<file path="src/rtl/gcrt_pkg.sv">
// Package for the group channel replay table: constants, codes, beat and state types.
`default_nettype none

package gcrt_pkg;

  // Table geometry
  localparam int GROUP_SLOTS  = 8;
  localparam int HEADER_BYTES = 16;
  localparam int TAG_BYTES    = 16;
  localparam int MIN_FRAME    = HEADER_BYTES + TAG_BYTES;
  localparam int SLOT_W       = (GROUP_SLOTS > 1) ? $clog2(GROUP_SLOTS) : 1;
  localparam int VCNT_W       = $clog2(GROUP_SLOTS + 1);
  localparam int STAT_COUNT   = 5;

  // Configuration register indexes
  localparam int CFG_IDX_W = 2;
  localparam logic [CFG_IDX_W-1:0] CFG_NODE_ADDRESS = 2'd0;
  localparam logic [CFG_IDX_W-1:0] CFG_MESSAGE_TYPE = 2'd1;

  // Command codes
  localparam logic [2:0] CMD_CREATE  = 3'd0;
  localparam logic [2:0] CMD_JOIN    = 3'd1;
  localparam logic [2:0] CMD_LEAVE   = 3'd2;
  localparam logic [2:0] CMD_SEND    = 3'd3;
  localparam logic [2:0] CMD_RECEIVE = 3'd4;
  localparam logic [2:0] CMD_READ    = 3'd5;

  // Status codes
  localparam logic [3:0] ST_OK         = 4'd0;
  localparam logic [3:0] ST_NOT_MEMBER = 4'd1;
  localparam logic [3:0] ST_FULL       = 4'd2;
  localparam logic [3:0] ST_DUPLICATE  = 4'd3;
  localparam logic [3:0] ST_ALREADY    = 4'd4;
  localparam logic [3:0] ST_OWN        = 4'd5;
  localparam logic [3:0] ST_REPLAY     = 4'd6;
  localparam logic [3:0] ST_AUTH_FAIL  = 4'd7;
  localparam logic [3:0] ST_IGNORED    = 4'd8;

  // Statistics counter indexes; the valid-group count follows them
  localparam int CNT_SENT      = 0;
  localparam int CNT_RECEIVED  = 1;
  localparam int CNT_DECRYPTED = 2;
  localparam int CNT_AUTH_FAIL = 3;
  localparam int CNT_REPLAY    = 4;
  localparam logic [2:0] SEL_VALID_GROUPS = 3'(STAT_COUNT);

  typedef struct packed {
    logic [2:0]  command;
    logic [31:0] group_id;
    logic [31:0] sender;
    logic [31:0] sequence_req;
    logic [7:0]  frame_type;
    logic [15:0] frame_length;
    logic        auth_ok;
    logic [2:0]  counter_select;
  } gcrt_in_t;

  typedef struct packed {
    logic [3:0]  status;
    logic [2:0]  slot;
    logic [31:0] result_id;
    logic [31:0] tx_sequence;
    logic [31:0] counter_value;
  } gcrt_out_t;

  typedef enum logic [1:0] {
    S_IDLE,
    S_SCAN,
    S_CHECK,
    S_EXEC
  } gcrt_state_t;

endpackage

`default_nettype wire

</file>
<file path="src/rtl/group_channel_replay_table.sv">
// Group channel table with anti-replay receive filter and statistics counters.
//
// One command per start beat. After acceptance the block scans the table one
// slot per cycle through a single shared 32-bit subtract/compare unit (SCAN),
// then compares the frame sequence with the stored receive sequence in the
// same unit (CHECK) and executes the update (EXEC). Busy stays high from
// acceptance through EXEC. The result strobe (out_valid) is registered from
// EXEC and rises in the same cycle busy drops, which is also the earliest
// cycle in which the next command can be taken: the block accepts no new
// command until the result of the last one is out. The result is shown for
// exactly one cycle and cannot be held off: the receiver must take it when
// out_valid is high. Configuration writes take effect at once and belong
// only between commands.
`default_nettype none

module group_channel_replay_table (
  input  wire logic                               clk,
  input  wire logic                               rst_n,
  // command channel
  input  wire logic                               start,
  output      logic                               busy,
  input  wire gcrt_pkg::gcrt_in_t                 in_item,
  // result channel
  output      logic                               out_valid,
  output      gcrt_pkg::gcrt_out_t                out_item,
  // configuration write port
  input  wire logic                               cfg_we,
  input  wire logic [gcrt_pkg::CFG_IDX_W-1:0]     cfg_index,
  input  wire logic [31:0]                        cfg_wdata
);

  localparam int SW = gcrt_pkg::SLOT_W;

  // Sequencer and request
  gcrt_pkg::gcrt_state_t state_r, state_nxt;
  gcrt_pkg::gcrt_in_t    req_r;
  logic [SW-1:0]         idx_r;
  logic                  hit_found_r, free_found_r;
  logic [SW-1:0]         hit_idx_r, free_idx_r;
  logic [gcrt_pkg::VCNT_W-1:0] vcount_r;
  logic                  not_newer_r, rx_nonzero_r;

  // Table and counters
  logic [gcrt_pkg::GROUP_SLOTS-1:0] valid_r;
  logic [31:0] entry_id_r   [gcrt_pkg::GROUP_SLOTS];
  logic [31:0] entry_tx_r   [gcrt_pkg::GROUP_SLOTS];
  logic [31:0] entry_rx_r   [gcrt_pkg::GROUP_SLOTS];
  logic [31:0] stat_r       [gcrt_pkg::STAT_COUNT];

  // Configuration
  logic [31:0] node_addr_r;
  logic [7:0]  msg_type_r;

  // Result register
  logic                 out_valid_r;
  gcrt_pkg::gcrt_out_t  out_r, res_nxt;

  // Execute controls
  logic new_entry, clr_entry, tx_wr, rx_wr;
  logic inc_sent, inc_recv, inc_dec, inc_auth, inc_replay;

  logic accept;
  logic scan_last;
  assign accept    = start && (state_r == gcrt_pkg::S_IDLE);
  assign busy      = (state_r != gcrt_pkg::S_IDLE);
  assign scan_last = (idx_r == SW'(gcrt_pkg::GROUP_SLOTS - 1));
  assign out_valid = out_valid_r;
  assign out_item  = out_r;

  // Shared subtract/compare unit: id match during scan, sequence check after
  logic [31:0] alu_a, alu_b;
  logic [32:0] alu_diff;
  logic        alu_eq, alu_le;
  always_comb begin
    if (state_r == gcrt_pkg::S_CHECK) begin
      alu_a = req_r.sequence_req;
      alu_b = entry_rx_r[hit_idx_r];
    end else begin
      alu_a = req_r.group_id;
      alu_b = entry_id_r[idx_r];
    end
  end
  assign alu_diff = {1'b0, alu_a} - {1'b0, alu_b};
  assign alu_eq   = (alu_diff[31:0] == 32'd0);
  assign alu_le   = alu_diff[32] || alu_eq;

  // State register
  always_ff @(posedge clk) begin
    if (!rst_n) begin
      state_r <= gcrt_pkg::S_IDLE;
    end else begin
      state_r <= state_nxt;
    end
  end

  // Next state
  always_comb begin
    state_nxt = state_r;
    case (state_r)
      gcrt_pkg::S_IDLE:  if (start) state_nxt = gcrt_pkg::S_SCAN;
      gcrt_pkg::S_SCAN:  if (scan_last) state_nxt = gcrt_pkg::S_CHECK;
      gcrt_pkg::S_CHECK: state_nxt = gcrt_pkg::S_EXEC;
      gcrt_pkg::S_EXEC:  state_nxt = gcrt_pkg::S_IDLE;
      default:           state_nxt = gcrt_pkg::S_IDLE;
    endcase
  end

  // Request capture and scan bookkeeping
  always_ff @(posedge clk) begin
    if (accept) begin
      req_r <= in_item;
    end
    if (!rst_n) begin
      idx_r        <= '0;
      hit_found_r  <= 1'b0;
      free_found_r <= 1'b0;
      hit_idx_r    <= '0;
      free_idx_r   <= '0;
      vcount_r     <= '0;
      not_newer_r  <= 1'b0;
      rx_nonzero_r <= 1'b0;
    end else if (accept) begin
      idx_r        <= '0;
      hit_found_r  <= 1'b0;
      free_found_r <= 1'b0;
      hit_idx_r    <= '0;
      free_idx_r   <= '0;
      vcount_r     <= '0;
    end else if (state_r == gcrt_pkg::S_SCAN) begin
      idx_r <= idx_r + SW'(1);
      if (valid_r[idx_r]) begin
        vcount_r <= vcount_r + gcrt_pkg::VCNT_W'(1);
        if (alu_eq && !hit_found_r) begin
          hit_found_r <= 1'b1;
          hit_idx_r   <= idx_r;
        end
      end else if (!free_found_r) begin
        free_found_r <= 1'b1;
        free_idx_r   <= idx_r;
      end
    end else if (state_r == gcrt_pkg::S_CHECK) begin
      not_newer_r  <= alu_le;
      rx_nonzero_r <= (entry_rx_r[hit_idx_r] != 32'd0);
    end
  end

  // Execute: decide result and table/counter updates
  always_comb begin
    res_nxt        = '0;
    res_nxt.status = gcrt_pkg::ST_IGNORED;
    new_entry  = 1'b0;
    clr_entry  = 1'b0;
    tx_wr      = 1'b0;
    rx_wr      = 1'b0;
    inc_sent   = 1'b0;
    inc_recv   = 1'b0;
    inc_dec    = 1'b0;
    inc_auth   = 1'b0;
    inc_replay = 1'b0;
    case (req_r.command)
      gcrt_pkg::CMD_CREATE, gcrt_pkg::CMD_JOIN: begin
        if (hit_found_r) begin
          res_nxt.slot = 3'(hit_idx_r);
          if (req_r.command == gcrt_pkg::CMD_CREATE) begin
            res_nxt.status = gcrt_pkg::ST_DUPLICATE;
          end else begin
            res_nxt.status    = gcrt_pkg::ST_ALREADY;
            res_nxt.result_id = req_r.group_id;
          end
        end else if (!free_found_r) begin
          res_nxt.status = gcrt_pkg::ST_FULL;
        end else begin
          new_entry         = 1'b1;
          res_nxt.status    = gcrt_pkg::ST_OK;
          res_nxt.slot      = 3'(free_idx_r);
          res_nxt.result_id = req_r.group_id;
        end
      end
      gcrt_pkg::CMD_LEAVE: begin
        if (!hit_found_r) begin
          res_nxt.status = gcrt_pkg::ST_NOT_MEMBER;
        end else begin
          clr_entry      = 1'b1;
          res_nxt.status = gcrt_pkg::ST_OK;
          res_nxt.slot   = 3'(hit_idx_r);
        end
      end
      gcrt_pkg::CMD_SEND: begin
        if (!hit_found_r) begin
          res_nxt.status = gcrt_pkg::ST_NOT_MEMBER;
        end else begin
          tx_wr               = 1'b1;
          inc_sent            = 1'b1;
          res_nxt.status      = gcrt_pkg::ST_OK;
          res_nxt.slot        = 3'(hit_idx_r);
          res_nxt.tx_sequence = entry_tx_r[hit_idx_r];
        end
      end
      gcrt_pkg::CMD_RECEIVE: begin
        // filter order: type/length, membership, own, replay, auth
        if (req_r.frame_type != msg_type_r ||
            req_r.frame_length < 16'(gcrt_pkg::MIN_FRAME)) begin
          res_nxt.status = gcrt_pkg::ST_IGNORED;
        end else if (!hit_found_r) begin
          res_nxt.status = gcrt_pkg::ST_NOT_MEMBER;
        end else begin
          res_nxt.slot = 3'(hit_idx_r);
          if (req_r.sender == node_addr_r) begin
            res_nxt.status = gcrt_pkg::ST_OWN;
          end else begin
            inc_recv = 1'b1;
            if (rx_nonzero_r && not_newer_r) begin
              inc_replay     = 1'b1;
              res_nxt.status = gcrt_pkg::ST_REPLAY;
            end else if (!req_r.auth_ok) begin
              inc_auth       = 1'b1;
              res_nxt.status = gcrt_pkg::ST_AUTH_FAIL;
            end else begin
              rx_wr          = 1'b1;
              inc_dec        = 1'b1;
              res_nxt.status = gcrt_pkg::ST_OK;
            end
          end
        end
      end
      gcrt_pkg::CMD_READ: begin
        res_nxt.status = gcrt_pkg::ST_OK;
        if (req_r.counter_select < 3'(gcrt_pkg::STAT_COUNT)) begin
          res_nxt.counter_value = stat_r[req_r.counter_select];
        end else if (req_r.counter_select == gcrt_pkg::SEL_VALID_GROUPS) begin
          res_nxt.counter_value = 32'(vcount_r);
        end
      end
      default: res_nxt.status = gcrt_pkg::ST_IGNORED;
    endcase
  end

  // Valid bits and counters (reset), entry payload (no reset)
  always_ff @(posedge clk) begin
    if (!rst_n) begin
      valid_r <= '0;
      for (int i = 0; i < gcrt_pkg::STAT_COUNT; i++) begin
        stat_r[i] <= 32'd0;
      end
    end else if (state_r == gcrt_pkg::S_EXEC) begin
      if (new_entry) valid_r[free_idx_r] <= 1'b1;
      if (clr_entry) valid_r[hit_idx_r]  <= 1'b0;
      if (inc_sent)   stat_r[gcrt_pkg::CNT_SENT]      <= stat_r[gcrt_pkg::CNT_SENT] + 32'd1;
      if (inc_recv)   stat_r[gcrt_pkg::CNT_RECEIVED]  <= stat_r[gcrt_pkg::CNT_RECEIVED] + 32'd1;
      if (inc_dec)    stat_r[gcrt_pkg::CNT_DECRYPTED] <= stat_r[gcrt_pkg::CNT_DECRYPTED] + 32'd1;
      if (inc_auth)   stat_r[gcrt_pkg::CNT_AUTH_FAIL] <= stat_r[gcrt_pkg::CNT_AUTH_FAIL] + 32'd1;
      if (inc_replay) stat_r[gcrt_pkg::CNT_REPLAY]    <= stat_r[gcrt_pkg::CNT_REPLAY] + 32'd1;
    end
  end

  always_ff @(posedge clk) begin
    if (state_r == gcrt_pkg::S_EXEC) begin
      if (new_entry) begin
        entry_id_r[free_idx_r] <= req_r.group_id;
        entry_tx_r[free_idx_r] <= 32'd1;
        entry_rx_r[free_idx_r] <= 32'd0;
      end
      if (tx_wr) entry_tx_r[hit_idx_r] <= entry_tx_r[hit_idx_r] + 32'd1;
      if (rx_wr) entry_rx_r[hit_idx_r] <= req_r.sequence_req;
    end
  end

  // Configuration registers
  always_ff @(posedge clk) begin
    if (!rst_n) begin
      node_addr_r <= 32'd0;
      msg_type_r  <= 8'd0;
    end else if (cfg_we) begin
      case (cfg_index)
        gcrt_pkg::CFG_NODE_ADDRESS: node_addr_r <= cfg_wdata;
        gcrt_pkg::CFG_MESSAGE_TYPE: msg_type_r  <= cfg_wdata[7:0];
        default: ;
      endcase
    end
  end

  // Result beat register
  always_ff @(posedge clk) begin
    if (!rst_n) begin
      out_valid_r <= 1'b0;
    end else begin
      out_valid_r <= (state_r == gcrt_pkg::S_EXEC);
    end
    if (state_r == gcrt_pkg::S_EXEC) begin
      out_r <= res_nxt;
    end
  end

  // Assertions
  a_result_after_exec: assert property (@(posedge clk) disable iff (!rst_n)
    out_valid_r |-> $past(state_r == gcrt_pkg::S_EXEC))
    else $error("result beat without execute cycle");

  a_accept_busy: assert property (@(posedge clk) disable iff (!rst_n)
    accept |=> busy)
    else $error("accepted command did not raise busy");

  a_full_clean: assert property (@(posedge clk) disable iff (!rst_n)
    (out_valid_r && out_r.status == gcrt_pkg::ST_FULL) |->
      (out_r.slot == 3'd0 && out_r.result_id == 32'd0))
    else $error("full table result carries slot or id");

  a_hit_free_apart: assert property (@(posedge clk) disable iff (!rst_n)
    (state_r == gcrt_pkg::S_EXEC && hit_found_r && free_found_r) |->
      (hit_idx_r != free_idx_r))
    else $error("hit slot and free slot coincide");

  a_vcount_range: assert property (@(posedge clk) disable iff (!rst_n)
    (state_r == gcrt_pkg::S_EXEC) |->
      (vcount_r <= gcrt_pkg::VCNT_W'(gcrt_pkg::GROUP_SLOTS)))
    else $error("valid group count beyond table size");

endmodule

`default_nettype wire

</file>
<file path="config.mk">
export PLATFORM = sky130hd
export DESIGN_NAME = group_channel_replay_table
export DESIGN_NICKNAME = d
export VERILOG_FILES = /design/src/rtl/gcrt_pkg.sv /design/src/rtl/group_channel_replay_table.sv
export SDC_FILE = /design/constraint.sdc
export NUM_CORES = 1
export LEC_CHECK = 0
export ABC_AREA = 1
export BUFFER_PORTS_ARGS = -buffer_cell sky130_fd_sc_hd__buf_2
export CORE_MARGIN = 1.5
export CORE_UTILIZATION = 45
export DETAILED_ROUTE_END_ITERATION = 6
export PLACE_DENSITY = 0.74
export REMOVE_ABC_BUFFERS = 1
export SLEW_MARGIN = 15
export SYNTH_ARGS = -nofsm -noshare
export SYNTH_HDL_FRONTEND = slang
export SYNTH_SLANG_ARGS = --single-unit
</file>
<file path="constraint.sdc">
create_clock -name clk -period 5.6 [get_ports clk]
set_input_delay 0.28 -clock clk [delete_from_list [all_inputs] [get_ports clk]]
set_output_delay 0.28 -clock clk [all_outputs]
set_load 0.01 [all_outputs]
</file>
### Word-level counts from Yosys, hierarchy flattened

Memories as Yosys holds them, arrays and structs flattened. A register that Yosys moved wholly into a read port is not among the register bits.
Cells that the tools add are included.

| operators by class | value |
|---|---|
| reduce and logical (&&, ||, !) cells | 28 |
| add/subtract/negate cells | 9 |
| mux-type cells | 103 |
| bitwise logic cells | 13 |
| order comparisons | 7 |
| equality and inequality tests | 15 |

Operators with widths:

| operator | number |
|---|---|
| 2-to-1 mux 32 bit | 11 |
| adder 32 x 1 -> 32 bit (second input constant) | 6 |
| OR reduction 32 bit | 2 |
| 2-to-1 mux 1 bit | 59 |
| 2-to-1 mux 3 bit | 13 |
| 2-to-1 mux 39 bit | 1 |
| 2-to-1 mux 35 bit | 1 |
| subtractor 32 x 32 -> 33 bit | 1 |
| == test 32 bit | 1 |
| zero test 32 bit | 1 |
| 2-to-1 mux 8 bit | 4 |
| nonzero test 32 bit | 1 |
| 2-to-1 mux 4 bit | 5 |
| less-than comparator 16 x 6 -> 1 bit (second input constant) | 1 |
| case mux 4 bit (4 select lines) | 1 |
| == test 3 bit (second input constant) | 4 |
| less-than comparator 3 x 4 -> 1 bit (second input constant) | 3 |
| AND reduction 2 bit | 6 |
| case mux 3 bit (3 select lines) | 1 |
| AND reduction 3 bit | 3 |
| AND 8 bit | 1 |
| != test 8 bit | 1 |
| inverter 8 bit | 1 |
| bitwise OR 8 bit | 1 |
| other kinds (22) | 46 |

| storage, ports and cells | value |
|---|---|
| flip-flop bits (word level) | 298 |
| input port bits | 165 |
| memories | 4 |
| bits in writable memories | 928 |
| output and inout bits | 105 |

Memories:

| name | words | width | rd ports | clocked after Yosys merged registers in | write ports | RTL line | RTL |
|---|---|---|---|---|---|---|---|
| entry_id_r | 8 | 32 | 1 | 1 | 1 | group_channel_replay_table.sv:45 | `logic [31:0] entry_id_r [gcrt_pkg::GROUP_SLOTS];` |
| entry_rx_r | 8 | 32 | 1 | 1 | 1 | group_channel_replay_table.sv:47 | `logic [31:0] entry_rx_r [gcrt_pkg::GROUP_SLOTS];` |
| entry_tx_r | 8 | 32 | 1 | 1 | 1 | group_channel_replay_table.sv:46 | `logic [31:0] entry_tx_r [gcrt_pkg::GROUP_SLOTS];` |
| stat_r | 5 | 32 | 6 | 1 | 5 | group_channel_replay_table.sv:48 | `logic [31:0] stat_r [gcrt_pkg::STAT_COUNT];` |

### Longest topological paths before layout

| logic depth | value |
|---|---|
| word-level depth | 11 |
| mapped depth | 33 |

### Worst setup path before layout

Ideal clock, no wire load.

| timing | value |
|---|---|
| path type | register to register |
| start point | reg state_r[0] |
| end point | mem stat_r[4][0] (enable) |
| required time | 5.134 ns |
| arrival | 5.759 ns |
| stages on the path, launching flop included | 5 |
| path slack | -0.625 ns |
| clock period less this slack | 6.225 ns |
| path through | dfxtp_1 ha_1 nand2_1 or2_2 o21ai_0 |

RTL lines:

| element | RTL line | RTL |
|---|---|---|
| from (decl) | group_channel_replay_table.sv:35 | `gcrt_pkg::gcrt_state_t state_r, state_nxt;` |
| from (signal assigned) | group_channel_replay_table.sv:90 | `state_r <= gcrt_pkg::S_IDLE;` |
| from (signal assigned) | group_channel_replay_table.sv:92 | `state_r <= state_nxt;` |
| to (decl) | group_channel_replay_table.sv:48 |  |

==> metrics.md <==
| Metric | Value |
|---|---|
| Status | finished clean |
| Fmax | 208 MHz |
| Layout cells sized above 1 | 11.8% |
| Seq/Total Area, Yosys | 64.8% |
| Fin util | 52.7% |
| Die Area | 126000 um^2 |
| Final period utilization | 85.8% |
| Slew Limit Fails | 0 |
| Largest cells by area after synthesis | edfxtp_1 (62%), nor2_1 (6.1%), o21ai_0 (5.1%) |
| Design area | 65000 um^2 |
| Register Area | 36200 um^2 |
| Post-route antenna net violation count | 0 |
| Max_slew headroom | 16.4% |
| Vias per Instance | 5.46 |
| H-tree depth | 4 |
| Largest net degree at the start of global routing | 130 |
| Initial antenna violation count | 5 |
| Routed via count | 41200 |
| Ys Warns | 0 |
| Post-layout min period | 4.81 ns |
| Worst Hold Depth | 4 |
| First-pass GRT wire length | 226000 um |
| Worst Hold Class | input port to register |
| Fill cell count | 10500 |
| Reg clk slew, reported paths | 0.06 ns |
| Syn_area_per_cell | 10.4 um^2 |
| Clk_skew | 0.0402 ns |
| Post-Route WL | 148000 um |
| Hold Path Origin | rst_n |
| Crit Path Category | register to register |
| Initial drt markers | 4213 |
| Multi-input logic area | 16600 um^2 |
| CP max FO | 39 |
| Hold Fails Final Rpt | 0 |
| Crit path DAT | 5.48 ns |
| GR Overflow Total | 0 |
| RSZ-0062 raised after global routing | false |
| WP buf/inv | 4 |
| Initial Util | 45.3% |
| PortBufs | 264 |
| Critical path data required time | 6.28 ns |
| Vias in the first global route | 40200 |
| CTS Root Cell | clkbuf_16 |
| Reg2Reg Depth | 23 |
| Tot Pwr | 25.1 mW |
| Max stage delay on crit path | 0.57 ns |
| # placed instances | 7141 |
| Setup bufs post-CTS | 0 |
| Most used cell along the critical path | nand2_1 |
| RD Place Congestion | 0.928 |
| Total CTS buffers | 133 |
| Clk sink count | 1230 |
| Detailed-router iteration count before antenna repair | 6 |
| Yosys reg bits | 1230 |
| Final #Nets | 6015 |
| Hold-fix buffers, CTS | 163 |
| Reg-to-reg slack, setup | 0.79 ns |
| Worst Max-Slew Pin Slew | 1.25 ns |
| Share of the synthesized area in the top cell type | 62.0% |
| CTS resizes | 0 |
| CP Cell Sequence | inv_2 -> buf_4 -> o21ai_0 -> o221ai_1 -> o21ai_0 -> o21ai_0 -> inv_1 -> ha_1 -> nand2_1 -> inv_1 -> nand2_1 -> nor3_1 -> and2_1 -> nand2_1 -> nand3_1 -> nand2_1 -> nor2_1 -> nand3_1 -> nor2_1 -> nand3_1 -> nand2_1 -> nand2_1 -> nor2_1 |
| Drc violations | 0 |
| Hold Path Sink | node_addr_r[13]$_SDFFE_PN0P_ |
| Synth area leader | edfxtp_1 |
| Final setup vio count | 0 |
| Delay-heaviest family, CP | simple AND/OR/NAND/NOR gates |
| Netlist cell types | 60 |
| Max clock buf depth | 3 |
| # rows | 129 |
| Synth Instances | 5383 |
| HPWL after detailed placement | 92000 um |
| Core box area | 123000 um^2 |
| Die X | 355 um |
| Pwr per Cell Area | 386 nW/um^2 |
| Latest clock arrival within the worst-skew pair | 0.78 ns |
| VDD IR max | 0.000337 V |
| Leakage | 23.5 nW |
| Die height | 355 um |
| Cell Area, Synth | 55800 um^2 |
| Crit end category | register |
| Worst setup SP type | register |
| DR WL/cell | 19.6 um |
| CP max-delay cell | inv_2 |
| Total track usage | 23.1% |
| MaxCap Viol Count | 0 |
| CTS tree | done |
| Synthesis-to-finish area growth | 16.5% |
| Total I/O pin count | 270 |
| Area of placed instances | 59000 um^2 |
| Post-route insts no fill | 7546 |
## worst max path at each step
stage	endpoint	slack (ns)	depth (start not counted)
2_1_floorplan	register	-3.41	21
3_3_place_gp	register	0.98	25
3_5_place_dp	register	0.94	25
4_1_cts	register	0.92	25
5_1_grt	register	0.42	25
6_report	register	0.79	23
## report_power, final
part / internal [mW] / switching, mW / leakage [nW]
clock network: 5.01 / 3.73 / 2.07
logic: 1.66 / 3.74 / 11.2
registers: 10.6 / 0.386 / 10.2
total: 17.2 / 7.85 / 23.5
## per-layer routing
layer | vias to the layer above | wire length [um] | global-route usage [%]
li1 | 19500 | - | -
met3 | 273 | 11100 | 3.36
met5 | - | 0 | 0
met1 | 19700 | 60300 | 30.5
met2 | 1742 | 71800 | 38.8
met4 | 0 | 4680 | 8.31
## worst min-delay path: stages
cell and delay (ns):
buf_2 0.10, buf_4 0.29, o21ai_0 0.14, nor2_1 0.05
## cells by family after synthesis
kind of cell | Yosys count | share of synthesized area [%]
buffers and inverters | 812 | 5.97
AO/OA/AOI/OAI | 1073 | 10.8
adder cells (fa/ha/maj) | 47 | 1.07
XOR/XNOR | 93 | 1.46
AND/OR/NAND/NOR | 2128 | 15.9
flip-flops | 1230 | 64.8
## layout make-up
cell class	instances	area share (%)
antenna	3	0.0115
inverter	576	3.35
clock buffer	164	5.39
sequential	1230	55.6
tap	1637	3.15
multi-input combinational	3341	25.5
clock inverter	74	1.26
timing repair buffer	521	5.73
## cell usage after synthesis (all sizes together)
master and n:
edfxtp 1153, nor2 925, nand2 766, o21ai 670, inv 569, a21oi 178, nand3 169, clkbuf 150
nor3 144, o22ai 93, buf 86, o221ai 82, dfxtp 77, xor2 57, nand4 53, ha 46
xnor2 36, nor4 23, or2 23, o211ai 18, and3 11, a31oi 9, and2 8, clkinv 7
o21bai 5, o21a 4, o221a 4, a211oi 3, a22oi 3, nor3b 3, o31ai 2, or3 2
a21o 1, a31o 1, fa 1, nand3b 1
## per-stage QoR
stage	hold slack [ns]	TNS, ns	worst slack, ns
after detailed placement	0.458	0	0.936
after global routing	0.163	0	0.423
after global placement	0.454	0	0.976
after CTS	0.0288	0	0.921
after floorplan	0.379	-1100.75	-3.41
final	0.165	0	0.794
## flip-flops by register name, summed over array words and instances, names as in the netlist, 4 cells and up, named ones only
name	count
req_r	122
node_addr_r	32
entry_id_r	256
out_item	103
entry_tx_r	256
valid_r	8
vcount_r	4
stat_r	160
msg_type_r	8
entry_rx_r	256
## cells in the final DEF, fill, tap and decap left out, types with 26 or more instances in the layout
cell           count
a21oi_1          178
buf_2            264
buf_4             89
clkbuf_1          27
clkbuf_16        135
clkinv_1          28
dfxtp_1           71
dlygate4sd3_1    163
edfxtp_1        1153
ha_1              44
inv_1            548
nand2_1          761
nand3_1          167
nand4_1           53
nor2_1           880
nor2_4            26
nor3_1           130
o21ai_0          572
o21ai_1           81
o221ai_1          82
o22ai_1           91
xnor2_1           36
xor2_1            57
Note: power is estimated with default switching activity, not from simulation.
